## src/ucjk_pkg.sv

```systemverilog
// Shared types, constants and helper functions of the UTF-8 CJK token checker.
package ucjk_pkg;

    localparam int unsigned CP_W    = 21;
    localparam int unsigned COUNT_W = 16;
    localparam int unsigned BYTE_W  = 8;
    localparam int unsigned FLAGS_W = 4;
    localparam int unsigned OUT_DATA_W = 40;

    localparam logic [COUNT_W-1:0] MAX_TOKEN_CHARS = 16'd65535;

    localparam logic [CP_W-1:0] CP_MAX      = 21'h10FFFF;
    localparam logic [CP_W-1:0] SURR_LO     = 21'h00D800;
    localparam logic [CP_W-1:0] SURR_HI     = 21'h00DFFF;
    localparam logic [CP_W-1:0] MIN_2BYTE   = 21'h000080;
    localparam logic [CP_W-1:0] MIN_3BYTE   = 21'h000800;
    localparam logic [CP_W-1:0] MIN_4BYTE   = 21'h010000;
    localparam logic [CP_W-1:0] CJK_EXT_LO  = 21'h003400;
    localparam logic [CP_W-1:0] CJK_EXT_HI  = 21'h004DBF;
    localparam logic [CP_W-1:0] CJK_MAIN_LO = 21'h004E00;
    localparam logic [CP_W-1:0] CJK_MAIN_HI = 21'h009FFF;
    localparam logic [CP_W-1:0] CJK_COMP_LO = 21'h00F900;
    localparam logic [CP_W-1:0] CJK_COMP_HI = 21'h00FAFF;

    // Sequence length codes.
    localparam logic [2:0] SEQ_NONE = 3'd0;
    localparam logic [2:0] SEQ_ONE  = 3'd1;
    localparam logic [2:0] SEQ_TWO  = 3'd2;
    localparam logic [2:0] SEQ_THREE = 3'd3;
    localparam logic [2:0] SEQ_FOUR = 3'd4;

    typedef struct packed {
        logic [BYTE_W-1:0] text_byte;
        logic              token_end;
    } in_item_t;

    typedef struct packed {
        logic              char_done;
        logic [CP_W-1:0]   codepoint;
        logic              cjk_char;
        logic              decode_error;
        logic              token_done;
        logic              token_is_cjk;
        logic [COUNT_W-1:0] token_chars;
    } result_t;

    function automatic logic is_cjk(input logic [CP_W-1:0] cp);
        is_cjk = (cp >= CJK_EXT_LO  && cp <= CJK_EXT_HI)  ||
                 (cp >= CJK_MAIN_LO && cp <= CJK_MAIN_HI) ||
                 (cp >= CJK_COMP_LO && cp <= CJK_COMP_HI);
    endfunction

    function automatic logic [CP_W-1:0] min_value(input logic [2:0] seq_len);
        logic [CP_W-1:0] m;
        case (seq_len)
            SEQ_TWO:   m = MIN_2BYTE;
            SEQ_THREE: m = MIN_3BYTE;
            SEQ_FOUR:  m = MIN_4BYTE;
            default:   m = '0;
        endcase
        min_value = m;
    endfunction

endpackage

```

## src/ucjk_in_stage.sv

```systemverilog
// Input register stage: captures one byte item from the stream input.
module ucjk_in_stage (
    input  logic                clk,
    input  logic                rst_n,
    input  logic                s_valid,
    input  logic [7:0]          s_data,
    input  logic                s_last,
    output logic                s_ready,
    input  logic                advance,
    output logic                item_valid,
    output ucjk_pkg::in_item_t  item
);

    logic               valid_reg;
    logic               valid_next;
    ucjk_pkg::in_item_t item_reg;
    logic               load;

    assign s_ready = !valid_reg || advance;
    assign load    = s_valid && s_ready;

    always_comb
    begin
        valid_next = valid_reg;
        if (load)
        begin
            valid_next = 1'b1;
        end
        else if (advance)
        begin
            valid_next = 1'b0;
        end
    end

    always_ff @(posedge clk or negedge rst_n)
    begin
        if (!rst_n)
        begin
            valid_reg <= 1'b0;
        end
        else
        begin
            valid_reg <= valid_next;
        end
    end

    always_ff @(posedge clk)
    begin
        if (load)
        begin
            item_reg.text_byte <= s_data;
            item_reg.token_end <= s_last;
        end
    end

    assign item_valid = valid_reg;
    assign item       = item_reg;

endmodule

```

## src/ucjk_decode.sv

```systemverilog
// Decoder state and single-pass decode, validation and CJK classification of one byte.
module ucjk_decode (
    input  logic               clk,
    input  logic               rst_n,
    input  logic               advance,
    input  ucjk_pkg::in_item_t item,
    output ucjk_pkg::result_t  result
);

    logic [1:0]                       bytes_left_reg, bytes_left_next;
    logic [2:0]                       seq_length_reg, seq_length_next;
    logic [ucjk_pkg::CP_W-1:0]        partial_reg, partial_next;
    logic [ucjk_pkg::COUNT_W-1:0]     count_reg, count_next;
    logic                             failed_reg, failed_next;

    logic [7:0]                   b;
    logic                         complete;
    logic                         err;
    logic [ucjk_pkg::CP_W-1:0]    v;
    logic                         v_bad;
    logic                         cjk;

    always_comb
    begin
        b               = item.text_byte;
        bytes_left_next = bytes_left_reg;
        seq_length_next = seq_length_reg;
        partial_next    = partial_reg;
        count_next      = count_reg;
        failed_next     = failed_reg;
        complete        = 1'b0;
        err             = 1'b0;
        v               = '0;
        v_bad           = 1'b0;
        cjk             = 1'b0;
        result          = '0;

        if (!failed_reg)
        begin
            if (bytes_left_reg == 2'd0)
            begin
                if (!b[7])
                begin
                    partial_next    = {13'd0, b};
                    seq_length_next = ucjk_pkg::SEQ_ONE;
                    complete        = 1'b1;
                end
                else if (b[7:5] == 3'b110)
                begin
                    partial_next    = {16'd0, b[4:0]};
                    seq_length_next = ucjk_pkg::SEQ_TWO;
                    bytes_left_next = 2'd1;
                end
                else if (b[7:4] == 4'b1110)
                begin
                    partial_next    = {17'd0, b[3:0]};
                    seq_length_next = ucjk_pkg::SEQ_THREE;
                    bytes_left_next = 2'd2;
                end
                else if (b[7:3] == 5'b11110)
                begin
                    partial_next    = {18'd0, b[2:0]};
                    seq_length_next = ucjk_pkg::SEQ_FOUR;
                    bytes_left_next = 2'd3;
                end
                else
                begin
                    err = 1'b1;
                end
            end
            else
            begin
                if (b[7:6] != 2'b10)
                begin
                    err = 1'b1;
                end
                else
                begin
                    partial_next    = {partial_reg[14:0], b[5:0]};
                    bytes_left_next = bytes_left_reg - 2'd1;
                    complete        = (bytes_left_reg == 2'd1);
                end
            end

            if (complete)
            begin
                v     = partial_next;
                v_bad = (v < ucjk_pkg::min_value(seq_length_next)) ||
                        (v > ucjk_pkg::CP_MAX) ||
                        (v >= ucjk_pkg::SURR_LO && v <= ucjk_pkg::SURR_HI);
                if (v_bad)
                begin
                    err = 1'b1;
                end
                else
                begin
                    cjk              = ucjk_pkg::is_cjk(v);
                    result.char_done = 1'b1;
                    result.codepoint = v;
                    result.cjk_char  = cjk;
                    // Non-CJK and over-limit codepoints fail the token quietly.
                    if (!cjk || count_reg >= ucjk_pkg::MAX_TOKEN_CHARS)
                    begin
                        failed_next = 1'b1;
                    end
                    else
                    begin
                        count_next = count_reg + 16'd1;
                    end
                end
                partial_next    = '0;
                seq_length_next = ucjk_pkg::SEQ_NONE;
            end

            // A sequence still open at the token end is a truncation.
            if (item.token_end && bytes_left_next != 2'd0)
            begin
                err = 1'b1;
            end
            if (err)
            begin
                failed_next     = 1'b1;
                bytes_left_next = 2'd0;
                seq_length_next = ucjk_pkg::SEQ_NONE;
                partial_next    = '0;
            end
        end

        result.decode_error = err;
        result.token_done   = item.token_end;
        result.token_is_cjk = item.token_end && !failed_next && (count_next != '0);
        result.token_chars  = count_next;

        if (item.token_end)
        begin
            bytes_left_next = 2'd0;
            seq_length_next = ucjk_pkg::SEQ_NONE;
            partial_next    = '0;
            count_next      = '0;
            failed_next     = 1'b0;
        end
    end

    always_ff @(posedge clk or negedge rst_n)
    begin
        if (!rst_n)
        begin
            bytes_left_reg <= 2'd0;
            seq_length_reg <= ucjk_pkg::SEQ_NONE;
            partial_reg    <= '0;
            count_reg      <= '0;
            failed_reg     <= 1'b0;
        end
        else if (advance)
        begin
            bytes_left_reg <= bytes_left_next;
            seq_length_reg <= seq_length_next;
            partial_reg    <= partial_next;
            count_reg      <= count_next;
            failed_reg     <= failed_next;
        end
    end

endmodule

```

## src/ucjk_out_stage.sv

```systemverilog
// Result register stage: holds one result item until the receiver takes it.
module ucjk_out_stage (
    input  logic                clk,
    input  logic                rst_n,
    input  logic                load,
    input  ucjk_pkg::result_t   result,
    output logic                free,
    input  logic                m_ready,
    output logic                m_valid,
    output ucjk_pkg::result_t   m_result
);

    logic              valid_reg;
    logic              valid_next;
    ucjk_pkg::result_t result_reg;

    assign free = !valid_reg || m_ready;

    always_comb
    begin
        valid_next = valid_reg;
        if (load)
        begin
            valid_next = 1'b1;
        end
        else if (m_ready)
        begin
            valid_next = 1'b0;
        end
    end

    always_ff @(posedge clk or negedge rst_n)
    begin
        if (!rst_n)
        begin
            valid_reg <= 1'b0;
        end
        else
        begin
            valid_reg <= valid_next;
        end
    end

    always_ff @(posedge clk)
    begin
        if (load)
        begin
            result_reg <= result;
        end
    end

    assign m_valid  = valid_reg;
    assign m_result = result_reg;

endmodule

```

## src/utf8_cjk_token_checker_top.sv

```systemverilog
// Top level of the UTF-8 CJK token checker: input stage, decoder and result stage.
//
// Usage: feed a token's UTF-8 text one byte per item on the s_axis channel,
// with s_axis_tlast high on the token's last byte. Every input item yields
// exactly one result item on the m_axis channel: a completed codepoint with
// its CJK flag, a decode fault flag, and on the last byte the token verdict
// (all clean and all CJK) with the count of codepoints in the token.
// An accepted input item passes from the input register through the decode
// logic into the result register, where its result item becomes valid; it
// waits in the input register while the result register holds an untaken item.
// Throughput is one item per cycle while the receiver does not stall; the
// decode is a single pass of mask, shift and compare logic between the two
// registers, and the decoder state advances once per item.
// Reset clears both stage valid flags and all decoder state, so the first
// byte after reset starts a new token.
// When the receiver stalls, the result register holds its item and the input
// register absorbs one more byte; s_axis_tready falls only when both are full.
module utf8_cjk_token_checker_top (
    input  logic        clk,
    input  logic        rst_n,
    input  logic        s_axis_tvalid,
    output logic        s_axis_tready,
    input  logic [7:0]  s_axis_tdata,   // [7:0] text_byte
    input  logic        s_axis_tlast,   // token_end
    output logic        m_axis_tvalid,
    input  logic        m_axis_tready,
    output logic [ucjk_pkg::OUT_DATA_W-1:0] m_axis_tdata, // [20:0] codepoint,
                                                          // [36:21] token_chars, rest zero
    output logic [ucjk_pkg::FLAGS_W-1:0]    m_axis_tuser, // [0] char_done, [1] cjk_char,
                                                          // [2] decode_error, [3] token_is_cjk
    output logic        m_axis_tlast    // token_done
);

    ucjk_pkg::in_item_t item;
    ucjk_pkg::result_t  result;
    ucjk_pkg::result_t  m_result;
    logic               item_valid;
    logic               out_free;
    logic               advance;

    assign advance = item_valid && out_free;

    ucjk_in_stage u_in (
        .clk        (clk),
        .rst_n      (rst_n),
        .s_valid    (s_axis_tvalid),
        .s_data     (s_axis_tdata),
        .s_last     (s_axis_tlast),
        .s_ready    (s_axis_tready),
        .advance    (advance),
        .item_valid (item_valid),
        .item       (item)
    );

    ucjk_decode u_decode (
        .clk     (clk),
        .rst_n   (rst_n),
        .advance (advance),
        .item    (item),
        .result  (result)
    );

    ucjk_out_stage u_out (
        .clk      (clk),
        .rst_n    (rst_n),
        .load     (advance),
        .result   (result),
        .free     (out_free),
        .m_ready  (m_axis_tready),
        .m_valid  (m_axis_tvalid),
        .m_result (m_result)
    );

    assign m_axis_tdata = {3'd0, m_result.token_chars, m_result.codepoint};
    assign m_axis_tuser = {m_result.token_is_cjk, m_result.decode_error,
                           m_result.cjk_char, m_result.char_done};
    assign m_axis_tlast = m_result.token_done;

    // A codepoint is either delivered or flagged as faulty, never both.
    assert property (@(posedge clk) disable iff (!rst_n)
        m_axis_tvalid |-> !(m_axis_tuser[0] && m_axis_tuser[2]))
        else $error("char_done and decode_error both set");

    // A CJK flag only accompanies a completed codepoint.
    assert property (@(posedge clk) disable iff (!rst_n)
        (m_axis_tvalid && m_axis_tuser[1]) |-> m_axis_tuser[0])
        else $error("cjk_char without char_done");

    // A passing verdict only comes on the last byte of a non-empty token.
    assert property (@(posedge clk) disable iff (!rst_n)
        (m_axis_tvalid && m_axis_tuser[3]) |->
            (m_axis_tlast && m_axis_tdata[36:21] != 16'd0))
        else $error("token_is_cjk outside a non-empty token end");

    // With the result register empty the pipeline must be able to take a byte.
    assert property (@(posedge clk) disable iff (!rst_n)
        !m_axis_tvalid |-> s_axis_tready)
        else $error("input stalled while result stage is empty");

endmodule

```

## config.mk

```make
export PLATFORM = sky130hd
export DESIGN_NAME = utf8_cjk_token_checker_top
export DESIGN_NICKNAME = d
export VERILOG_FILES = /design/src/ucjk_pkg.sv /design/src/ucjk_in_stage.sv /design/src/ucjk_decode.sv /design/src/ucjk_out_stage.sv /design/src/utf8_cjk_token_checker_top.sv
export SDC_FILE = /design/constraint.sdc
export NUM_CORES = 1
export LEC_CHECK = 0
export ABC_CLOCK_PERIOD_IN_PS = 7500
export BUFFER_PORTS_ARGS = -buffer_cell sky130_fd_sc_hd__buf_2
export CAP_MARGIN = 20
export CORE_UTILIZATION = 63
export DETAILED_ROUTE_END_ITERATION = 8
export PLACE_DENSITY = 0.85
export SETUP_SLACK_MARGIN = 0.1
export SYNTH_ARGS = -nofsm -noshare
export SYNTH_HDL_FRONTEND = slang
export SYNTH_SLANG_ARGS = --single-unit
export TNS_END_PERCENT = 1
```

## constraint.sdc

```tcl
create_clock -name clk -period 7.5 [get_ports clk]
set_input_delay 2.25 -clock clk [delete_from_list [all_inputs] [get_ports clk]]
set_output_delay 2.25 -clock clk [all_outputs]
set_load 0.05 [all_outputs]
```

==> results_dict.tcl, run 1 <==
set metrics [dict create \
    start_util_pct 64.8 \
    wl_per_cell_um 17.6 \
    slew_headroom_pct 35.3 \
    clkTransAtPathRegs_ns 0.09 \
    cp_cell_sequence "inv_1 -> ha_1 -> or3b_1 -> o211a_1 -> a22o_1 -> ha_1 -> inv_1 -> o211ai_1 -> o21a_1 -> nand4_1 -> buf_4 -> nor3_2 -> buf_4 -> mux2_4 -> o311a_1 -> a311oi_2" \
    worst_slew_pin_slew_ns 0.970 \
    grt_usage_pct 28.4 \
    final_nets 572 \
    synthTopCellsByArea "edfxtp_1 (29%), dfrtp_1 (21%), o21ai_0 (4.0%)" \
    synth.top_cells.by_count "edfxtp_1 (51), dfrtp_1 (45), nand2_1 (44)" \
    htree_levels 3 \
    clock_latency_ns 0.37 \
    cp.depth 16 \
    dr.pass1.iters 7 \
    largest_reg_flops 42 \
    outcome "finished, final reports clean" \
    grt_max_degree 46 \
    nFillCells 614 \
    cts_buffer_depth 2 \
    yosysWarnings 0 \
    drive_above_1_share_pct 16.1 \
    r2r_cells 16 \
    rows 33 \
    setup_viol 0 \
    synthToLayoutAreaGrowth_pct 8.38 \
    synth_cell_type_count 70 \
    grt_pass1_vias 3960 \
    grt_overflow_total 0 \
    hold_class "reg -> reg" \
    cp.required_ns 7.70 \
    clock_sinks 96 \
    max_cap_violations 0 \
    fin_skew_ns 0.0127 \
    p_per_area_mw_per_mm2 205 \
    syn_area_mm2 0.00533 \
    fin_crit_sh_pct 67.4 \
    route.detailed.drc 0 \
    drt_iter0_drc 499 \
    hold_ws_ns 0.519 \
    yosysTopAreaCell "edfxtp_1" \
    setup.worst_path.end_class "flop" \
    post_cts_buffers 0 \
    rsz0062_at_grt "false" \
    worstSetupStartpointType "flop" \
    crit_family "compound AO/OA/AOI/OAI gates" \
    path_class "reg -> reg" \
    async_flop_share_pct 46.9 \
    cts_hold_buf 0 \
    critPathSlowestCell "o211a_1" \
    grt_pass1_wl_mm 19.4 \
    whs_path_depth 1 \
    diodes 0 \
    synth_edf_count 51 \
    totalWireLength_mm 11.7 \
    vdd_drop_max_v 0.000144 \
    cts_tree "built" \
    coreArea_mm2 0.00822 \
    vias_per_cell 6.54 \
    drt.antenna.violating_nets 0 \
    slew_viol_final 0 \
    timing.fmax_ghz 0.198 \
    antenna_found_initial 0 \
    max_stage_delay_ns 0.82 \
    cp_data_arrival_time_ns 5.26 \
    portBuffers 56 \
    crit_path_max_fanout 29 \
    dp.final_hpwl_mm 7.83 \
    syn_inst 530 \
    cp_num_buf_inv 4 \
    place_congestion 0.917 \
    p_total_mw 1.18 \
    setup_tns_ns 0 \
    route.vias.total 4344 \
    period_minus_slack_ns 5.06 \
    ys_ff_latch 96 \
    cts_buffers 9 \
    synthFlopType "edfxtp_1" \
    design.die.area_mm2 0.00883 \
    cts-root-buf "clkbuf_8" \
    postCtsResizedCells 0 \
    yosysSeqAreaShare_pct 49.9 \
    power.leakage_nw 2.36 \
    fp.dieH_um 94.0 \
    synth.most_common_cell "edfxtp_1" \
    io_pins 60 \
    synth.avg_cell_area_um2 10.1 \
    fin_util_pct 70.3 \
    timing.final.hold_violations 0 \
    synth.top_cell.area_share_pct 28.7 \
    die_w_um 94.0 \
]
-- metrics by stage --
stage | worst slack (ns) | cell area (um^2) | cells
floorplan | 2.52 | 5340 | 532
global placement | 2.51 | 5560 | 647
detailed placement | 2.47 | 5560 | 647
CTS | 2.47 | 5750 | 663
global route | 2.13 | 5770 | 664
finish | 2.44 | 5770 | 664
-- power by group --
group	leakage, nW	switching (mW)	internal, mW
Clock	0.0968	0.183	0.156
Combinational	1.14	0.175	0.0557
Sequential	1.13	0.0231	0.588
Total	2.36	0.382	0.799
-- area by class of cell --
class	instances	area, um^2	share of cell area (%)
clock inverter	6	68.8	1.19
inverter	16	60.1	1.04
timing repair buffer	62	338	5.85
tap	105	131	2.28
clock buffer	10	128	2.21
multi-input combinational	369	2390	41.4
sequential	96	2660	46.0
-- cells in the final DEF, fill, tap and decap left out, drive strengths merged, types with 5 or more instances in the layout --
| cell type | count |
|---|---|
| a32o | 6 |
| dfrtp | 45 |
| a22oi | 12 |
| edfxtp | 51 |
| a21oi | 21 |
| and3 | 18 |
| mux2i | 7 |
| o22ai | 6 |
| o211ai | 5 |
| xnor2 | 15 |
| nand3 | 13 |
| inv | 17 |
| ha | 5 |
| nor2b | 7 |
| nor2 | 37 |
| a31oi | 6 |
| nand2b | 9 |
| nor3 | 8 |
| clkbuf | 10 |
| o21ai | 43 |
| nand2 | 44 |
| a22o | 21 |
| buf | 62 |
| o31ai | 11 |
| nor4 | 6 |
-- path summary, 6_finish.rpt --
| check | startpoint | slack (ns) | endpoint |
|---|---|---|---|
| setup / recovery | u_decode.bytes_left_reg[1]$_DFFE_PN0P_ | 2.44 | u_out.m_result[16]$_DFFE_PP_ |
| hold reg to reg | u_in.item_valid$_DFFE_PN0P_ | 0.52 | u_out.m_valid$_DFFE_PN0P_ |
| min in group asynchronous | rst_n | 1.74 | u_decode.count_reg[3]$_DFFE_PN0P_ |
| max in group asynchronous | rst_n | 5.28 | u_decode.partial_reg[2]$_DFFE_PN0P_ |
| setup reg to reg | u_decode.bytes_left_reg[1]$_DFFE_PN0P_ | 2.44 | u_out.m_result[16]$_DFFE_PP_ |
| hold / removal | u_in.item_valid$_DFFE_PN0P_ | 0.52 | u_out.m_valid$_DFFE_PN0P_ |
-- per-layer routing --
metal | global-route usage, % | routed length, um
met1 | 41.6 | 5240
met2 | 42.2 | 5420
met3 | 4.45 | 820
met4 | 11.5 | 238
met5 | 0 | 0
-- cell families (layout without fill, tap and decap cells) --
| kind of cell | Yosys count | after routing | share of synthesized area (%) |
|---|---|---|---|
| other cells | 1 | 3 | 0.0704 |
| compound gates | 164 | 164 | 22.0 |
| simple gates | 171 | 171 | 16.8 |
| buf+inv | 67 | 94 | 5.47 |
| xor+xnor | 17 | 17 | 2.79 |
| mux | 9 | 9 | 1.81 |
| flops | 96 | 96 | 49.9 |
| fa+ha+maj | 5 | 5 | 1.17 |
-- worst register-to-register path: stages (launching register included) --
cell,delay (ns)
dfrtp_1,0.42
inv_1,0.09
ha_1,0.76
or3b_1,0.38
o211a_1,0.82
a22o_1,0.30
ha_1,0.16
inv_1,0.04
o211ai_1,0.10
o21a_1,0.17
nand4_1,0.10
buf_4,0.24
nor3_2,0.17
buf_4,0.29
mux2_4,0.33
o311a_1,0.35
a311oi_2,0.19
(Power assumes the default switching activity.)
==> inputs of run 2 (changes only) <==
--- a/config.mk
+++ b/config.mk
@@ -5,12 +5,13 @@
 export SDC_FILE = /design/constraint.sdc
 export NUM_CORES = 1
 export LEC_CHECK = 0
-export ABC_CLOCK_PERIOD_IN_PS = 7500
+export ABC_AREA = 1
+export ABC_CLOCK_PERIOD_IN_PS = 4500
 export BUFFER_PORTS_ARGS = -buffer_cell sky130_fd_sc_hd__buf_2
 export CAP_MARGIN = 20
-export CORE_UTILIZATION = 63
+export CORE_UTILIZATION = 53
 export DETAILED_ROUTE_END_ITERATION = 8
-export PLACE_DENSITY = 0.85
+export PLACE_DENSITY = 0.76
 export SETUP_SLACK_MARGIN = 0.1
 export SYNTH_ARGS = -nofsm -noshare
 export SYNTH_HDL_FRONTEND = slang
==> constraint.sdc (replaced) <==
create_clock -name clk -period 4.5 [get_ports clk]
set_input_delay 1.35 -clock clk [delete_from_list [all_inputs] [get_ports clk]]
set_output_delay 1.35 -clock clk [all_outputs]
set_load 0.05 [all_outputs]
==> run 2 against run 1 <==
Net effect:
- via count grew 6.5%
- sequential share of layout area shrank 0.94 points
- clock-buffer cell count rose by 3
- largest cell class unchanged
- highest routed layer unchanged
==> results_dict.tcl, run 2 <==
set metrics [dict create \
    outcome "finished, final reports clean" \
    setup.worst_path.end_class "flop" \
    drive_above_1_share_pct 15.3 \
    vdd_drop_max_v 0.000295 \
    period_minus_slack_ns 3.87 \
    drt.antenna.violating_nets 0 \
    yosysWarnings 0 \
    rows 36 \
    route.detailed.drc 0 \
    portBuffers 56 \
    drt_iter0_drc 367 \
    synth_top_family_by_area "simple AND/OR/NAND/NOR gates" \
    ys_ff_latch 96 \
    synth.top_cells.by_count "nand2_1 (156), inv_1 (94), nor2_1 (67)" \
    dr.pass1.iters 5 \
    placed_area_mm2 0.00570 \
    synth-simple-area-share_pct 27.4 \
    rsz0062_at_grt "false" \
    max_cap_violations 0 \
    synthMuxAreaShare_pct 0.564 \
    final_nets 709 \
    worstSetupStartpointType "flop" \
    antenna_found_initial 0 \
    clock_sinks 96 \
    clock_latency_ns 0.37 \
    rrSetupSlack_ns 0.63 \
    io_pins 60 \
    p_per_area_mw_per_mm2 432 \
    synth_xor_area_share_pct 0 \
    die_w_um 102 \
    synth.avg_cell_area_um2 8.36 \
    slew_viol_final 0 \
    syn_area_mm2 0.00532 \
    synth_fa_ha_area_share_pct 1.18 \
    htree_levels 3 \
    start_util_pct 54.7 \
    cts_buffer_depth 2 \
    crit_path_max_fanout 21 \
    grt_pass1_wl_mm 21.4 \
    layout_commonest_cell "nand2_1" \
    worst_slew_pin_slew_ns 0.906 \
    clkTransAtPathRegs_ns 0.09 \
    route.vias.total 4628 \
    wl_per_cell_um 15.5 \
    coreArea_mm2 0.00973 \
    slew_headroom_pct 39.5 \
    cts_hold_buf 0 \
    cts_tree "built" \
    setup_viol 0 \
    synth.most_common_cell "nand2_1" \
    totalWireLength_mm 12.8 \
    synthToLayoutAreaGrowth_pct 10.8 \
    setup_tns_ns 0 \
    grt_usage_pct 27.1 \
    synth_cell_type_count 37 \
    synth-compound-area-share_pct 11.2 \
    synthFlopType "edfxtp_1" \
    cp_data_arrival_time_ns 3.99 \
    design_area_mm2 0.00589 \
    cp.required_ns 4.63 \
    timing.final.hold_violations 0 \
    largest_reg_flops 42 \
    cts-root-buf "clkbuf_8" \
    grt_overflow_total 0 \
    final_cell_mix "nand2_1 (156), inv_1 (93), nor2_1 (67)" \
    dp.final_hpwl_mm 8.83 \
    yosysTopAreaCell "edfxtp_1" \
    fp.dieH_um 102 \
    fin_skew_ns 0.00855 \
    yosysSeqAreaShare_pct 50.0 \
    post_cts_buffers 0 \
    async_flop_share_pct 46.9 \
    timing.fmax_ghz 0.259 \
    synthTopCellsByArea "edfxtp_1 (29%), dfrtp_1 (21%), nand2_1 (11%)" \
    fin_crit_sh_pct 85.9 \
    grt_pass1_vias 4508 \
    design.die.area_mm2 0.0104 \
    hold_class "reg -> reg" \
    place_congestion 0.942 \
    diodes 0 \
    postCtsResizedCells 0 \
    vias_per_cell 5.59 \
    path_class "reg -> reg" \
    synth_edf_count 51 \
    synth.top_cell.area_share_pct 28.8 \
    syn_inst 636 \
    grt_max_degree 46 \
    cts_buffers 9 \
    power.leakage_nw 2.75 \
    p_total_mw 2.55 \
]
[run 2: cell count changes in the layout (fill, tap and decap cells not counted), moves of 10 or more]
cell / delta
a22o_1: -21
and3_1: -18
xnor2_1: -15
nand4_1: +19
nand3_1: +22
inv_1: +77
a22oi_1: -11
o32ai_1: +18
a21oi_1: -10
nor2_1: +30
nand2_2: +11
nand2_1: +112
[run 2: final cells by class]
type | count | area, um^2
Timing Repair Buffer | 66 | 368
Sequential cell | 96 | 2660
Clock buffer | 13 | 139
Clock inverter | 2 | 33.8
Fill cell | 864 | 3830
Inverter | 100 | 375
Tap cell | 133 | 166
Multi-Input combinational cell | 418 | 2150
[run 2: where the power goes]
| group | switching, mW | internal [mW] |
|---|---|---|
| clock | 0.283 | 0.254 |
| sequential | 0.0486 | 1.03 |
| combinational | 0.718 | 0.211 |
[run 2: critical path, cell delays in order (launching register included)]
cell,delay (ns)
edfxtp_1,0.56
nand2_2,0.26
nand2_1,0.32
nand2_4,0.18
nand2_1,0.15
nand2_2,0.11
ha_1,0.32
inv_1,0.04
nor2_1,0.12
nand3_1,0.09
nor2_1,0.12
nand2_1,0.07
nand2_2,0.08
nand3_4,0.09
nor2_4,0.39
nand3_1,0.14
nand2_1,0.09
nand2_1,0.09
nor2_1,0.11
nand2_1,0.08
nor2_1,0.11
a21oi_1,0.07
[run 2: worst paths after layout]
| kind | to | from | cells past startpoint |
|---|---|---|---|
| worst min register to register | u_decode.bytes_left_reg[1]$_DFFE_PN0P_ | u_decode.bytes_left_reg[1]$_DFFE_PN0P_ | 2 |
| min in group asynchronous | u_decode.partial_reg[3]$_DFFE_PN0P_ | rst_n | 1 |
| worst min-delay path | u_decode.bytes_left_reg[1]$_DFFE_PN0P_ | u_decode.bytes_left_reg[1]$_DFFE_PN0P_ | 2 |
| max in group asynchronous | u_decode.count_reg[15]$_DFFE_PN0P_ | rst_n | 2 |
| worst max register to register | u_out.m_result[16]$_DFFE_PP_ | u_in.item[8]$_DFFE_PP_ | 21 |
| worst max-delay path | u_out.m_result[16]$_DFFE_PP_ | u_in.item[8]$_DFFE_PP_ | 21 |
[run 2: per-layer routing]
metal | share of wire (%) | global-route usage [%]
met3 | 7.1 | 4.24
met5 | 0 | 0
met4 | 2.4 | 12.9
met2 | 46 | 43.0
met1 | 45 | 36.5
[run 2: cell families after synthesis]
kind of cell               count (synthesis)
buffers and inverters                    124
other                                      1
adders and majority gates                  5
muxes                                      3
DFF                                       96
and+or+nand+nor                          316
AOI/OAI and AO/OA                         91
[run 2: per-stage QoR]
stage          hold WS, ns  utilization, %  setup WS [ns]  instances
6_report             0.519            60.6          0.635        828
5_1_grt              0.539            60.6          0.254        828
4_1_cts              0.521            60.4          0.683        827
3_5_place_dp         0.502            58.6          0.705        812
3_3_place_gp         0.467            58.6          0.786        812
2_1_floorplan        0.452               -           1.04        638
==> inputs of run 3 (changes only) <==
--- a/config.mk
+++ b/config.mk
@@ -5,7 +5,6 @@
 export SDC_FILE = /design/constraint.sdc
 export NUM_CORES = 1
 export LEC_CHECK = 0
-export ABC_AREA = 1
 export ABC_CLOCK_PERIOD_IN_PS = 4500
 export BUFFER_PORTS_ARGS = -buffer_cell sky130_fd_sc_hd__buf_2
 export CAP_MARGIN = 20
@@ -13,6 +12,7 @@
 export DETAILED_ROUTE_END_ITERATION = 8
 export PLACE_DENSITY = 0.76
 export SETUP_SLACK_MARGIN = 0.1
+export SLEW_MARGIN = 15
 export SYNTH_ARGS = -nofsm -noshare
 export SYNTH_HDL_FRONTEND = slang
 export SYNTH_SLANG_ARGS = --single-unit
==> run 3 against run 2 <==
Net effect:
- critical path depth is 9 lower
- highest routed layer unchanged
- flip-flop and latch count stayed put
- worst hold slack worse by 0.0084 ns
- register-to-register slack worse by 0.17 ns
- first-iteration DRC count is 10% lower
==> results_dict.tcl, run 3 (synthesis gave the netlist of run 1 again) <==
set metrics [dict create \
    clkTransAtPathRegs_ns 0.09 \
    crit_path_max_fanout 13 \
    final_nets 580 \
    p_total_mw 2.04 \
    grt_overflow_total 0 \
    coreArea_mm2 0.00977 \
    slew_viol_final 0 \
    grt_max_degree 46 \
    timing.final.hold_violations 0 \
    clock_latency_ns 0.38 \
    synthToLayoutAreaGrowth_pct 10.3 \
    multiInputGateArea_mm2 0.00239 \
    dp_cells 684 \
    antenna_found_initial 0 \
    die_w_um 102 \
    vdd_drop_max_v 0.000186 \
    largest_reg_flops 42 \
    diodes 0 \
    cp_data_arrival_time_ns 4.15 \
    seqCellArea_mm2 0.00266 \
    cts_hold_buf 0 \
    setup_tns_ns 0 \
    worst_slew_pin_slew_ns 0.903 \
    grt_pass1_wl_mm 19.9 \
    postCtsResizedCells 0 \
    cts_buffers 9 \
    rsz0062_at_grt "false" \
    final_cell_mix "buf_2 (55), edfxtp_1 (51), dfrtp_1 (45)" \
    totalWireLength_mm 12.5 \
    fin_cells 700 \
    setup_viol 0 \
    fin_crit_sh_pct 89.6 \
    cts_buffer_depth 2 \
    period_minus_slack_ns 4.03 \
    worstSetupStartpointType "flop" \
    vias_per_cell 6.20 \
    rows 36 \
    dp.final_hpwl_mm 8.40 \
    fin_skew_ns 0.0113 \
    grt_usage_pct 25.2 \
    drive_above_1_share_pct 16.9 \
    drt.antenna.violating_nets 0 \
    wl_per_cell_um 17.8 \
    path_class "reg -> reg" \
    htree_levels 3 \
    max_cap_violations 0 \
    design.die.area_mm2 0.0105 \
    power.leakage_nw 2.40 \
    clock_sinks 96 \
    timing.fmax_ghz 0.248 \
    drt_iter0_drc 330 \
    route.detailed.drc 0 \
    nFillCells 839 \
    io_pins 60 \
    hold_ws_ns 0.511 \
    cp.required_ns 4.62 \
    outcome "finished, final reports clean" \
    dr.pass1.iters 4 \
    post_cts_buffers 0 \
    cts_tree "built" \
    cts-root-buf "clkbuf_8" \
    hold_class "reg -> reg" \
    setup.worst_path.end_class "flop" \
    slew_headroom_pct 39.8 \
    route.vias.total 4338 \
    fp.dieH_um 102 \
    place_congestion 1.04 \
    p_per_area_mw_per_mm2 347 \
    grt_pass1_vias 3944 \
    portBuffers 56 \
    start_util_pct 54.5 \
    layout_commonest_cell "buf_2" \
]
==> run 3: changes by cell type in the layout (fill, tap and decap cells not counted), sizes merged, moves of 10 or more <==
cell   change
and3      +18
a21oi     +10
inv       -84
a22oi     +11
o32ai     -18
nand3     -26
nand2    -127
xnor2     +15
nor2      -35
a22o      +21
nand4     -19
==> run 3: critical path, stage by stage, from the launching register on <==
cell,delay [ns]
dfrtp_1,0.42
inv_1,0.06
ha_1,0.34
or3b_1,0.52
o211ai_1,0.43
buf_4,0.27
o21ai_0,0.10
or4_4,0.47
o211ai_4,0.26
nor3_2,0.11
a2111oi_0,0.45
a2bb2oi_1,0.24
a311oi_2,0.11
==> run 3: metal layers <==
layer	share of wire [%]	track usage (%)	vias to the layer above
met5	0	0	-
met4	1.8	8.68	0
met3	6.2	5.34	21
met2	46	37.4	192
met1	46	36.4	2099
li1	-	-	2026
==> run 3: power by group <==
group | internal, mW | switching, mW
registers | 0.979 | 0.0373
clock network | 0.328 | 0.293
logic | 0.101 | 0.301
==> run 3: layout make-up <==
cell class / instances / area share (%)
clock buffer: 13 / 2.53
clock inverter: 3 / 1.11
inverter: 16 / 1.02
multi-input combinational: 369 / 40.7
sequential: 96 / 45.2
tap: 133 / 2.83
timing repair buffer: 70 / 6.60
==> run 3: path summary, 6_finish.rpt <==
check                      cells past startpoint  slack, ns                              startpoint                                endpoint
max                                           12       0.47  u_decode.bytes_left_reg[0]$_DFFE_PN0P_            u_out.m_result[16]$_DFFE_PP_
min                                            1       0.51             u_in.item_valid$_DFFE_PN0P_               u_out.m_valid$_DFFE_PN0P_
max reg2reg                                   12       0.47  u_decode.bytes_left_reg[0]$_DFFE_PN0P_            u_out.m_result[16]$_DFFE_PP_
min reg2reg                                    1       0.51             u_in.item_valid$_DFFE_PN0P_               u_out.m_valid$_DFFE_PN0P_
max in group asynchronous                      1       3.09                                   rst_n    u_decode.partial_reg[17]$_DFFE_PN0P_
min in group asynchronous                      1       0.98                                   rst_n  u_decode.bytes_left_reg[1]$_DFFE_PN0P_
==> run 3: stage by stage <==
| stage | setup slack [ns] | utilization (%) | area (um^2) |
|---|---|---|---|
| global route | 0.150 | 60.1 | 5880 |
| CTS | 0.503 | 60.1 | 5870 |
| floorplan | 0.774 | - | 5340 |
| detailed placement | 0.521 | 57.9 | 5660 |
| finish | 0.466 | 60.1 | 5880 |
| global placement | 0.638 | 57.9 | 5660 |
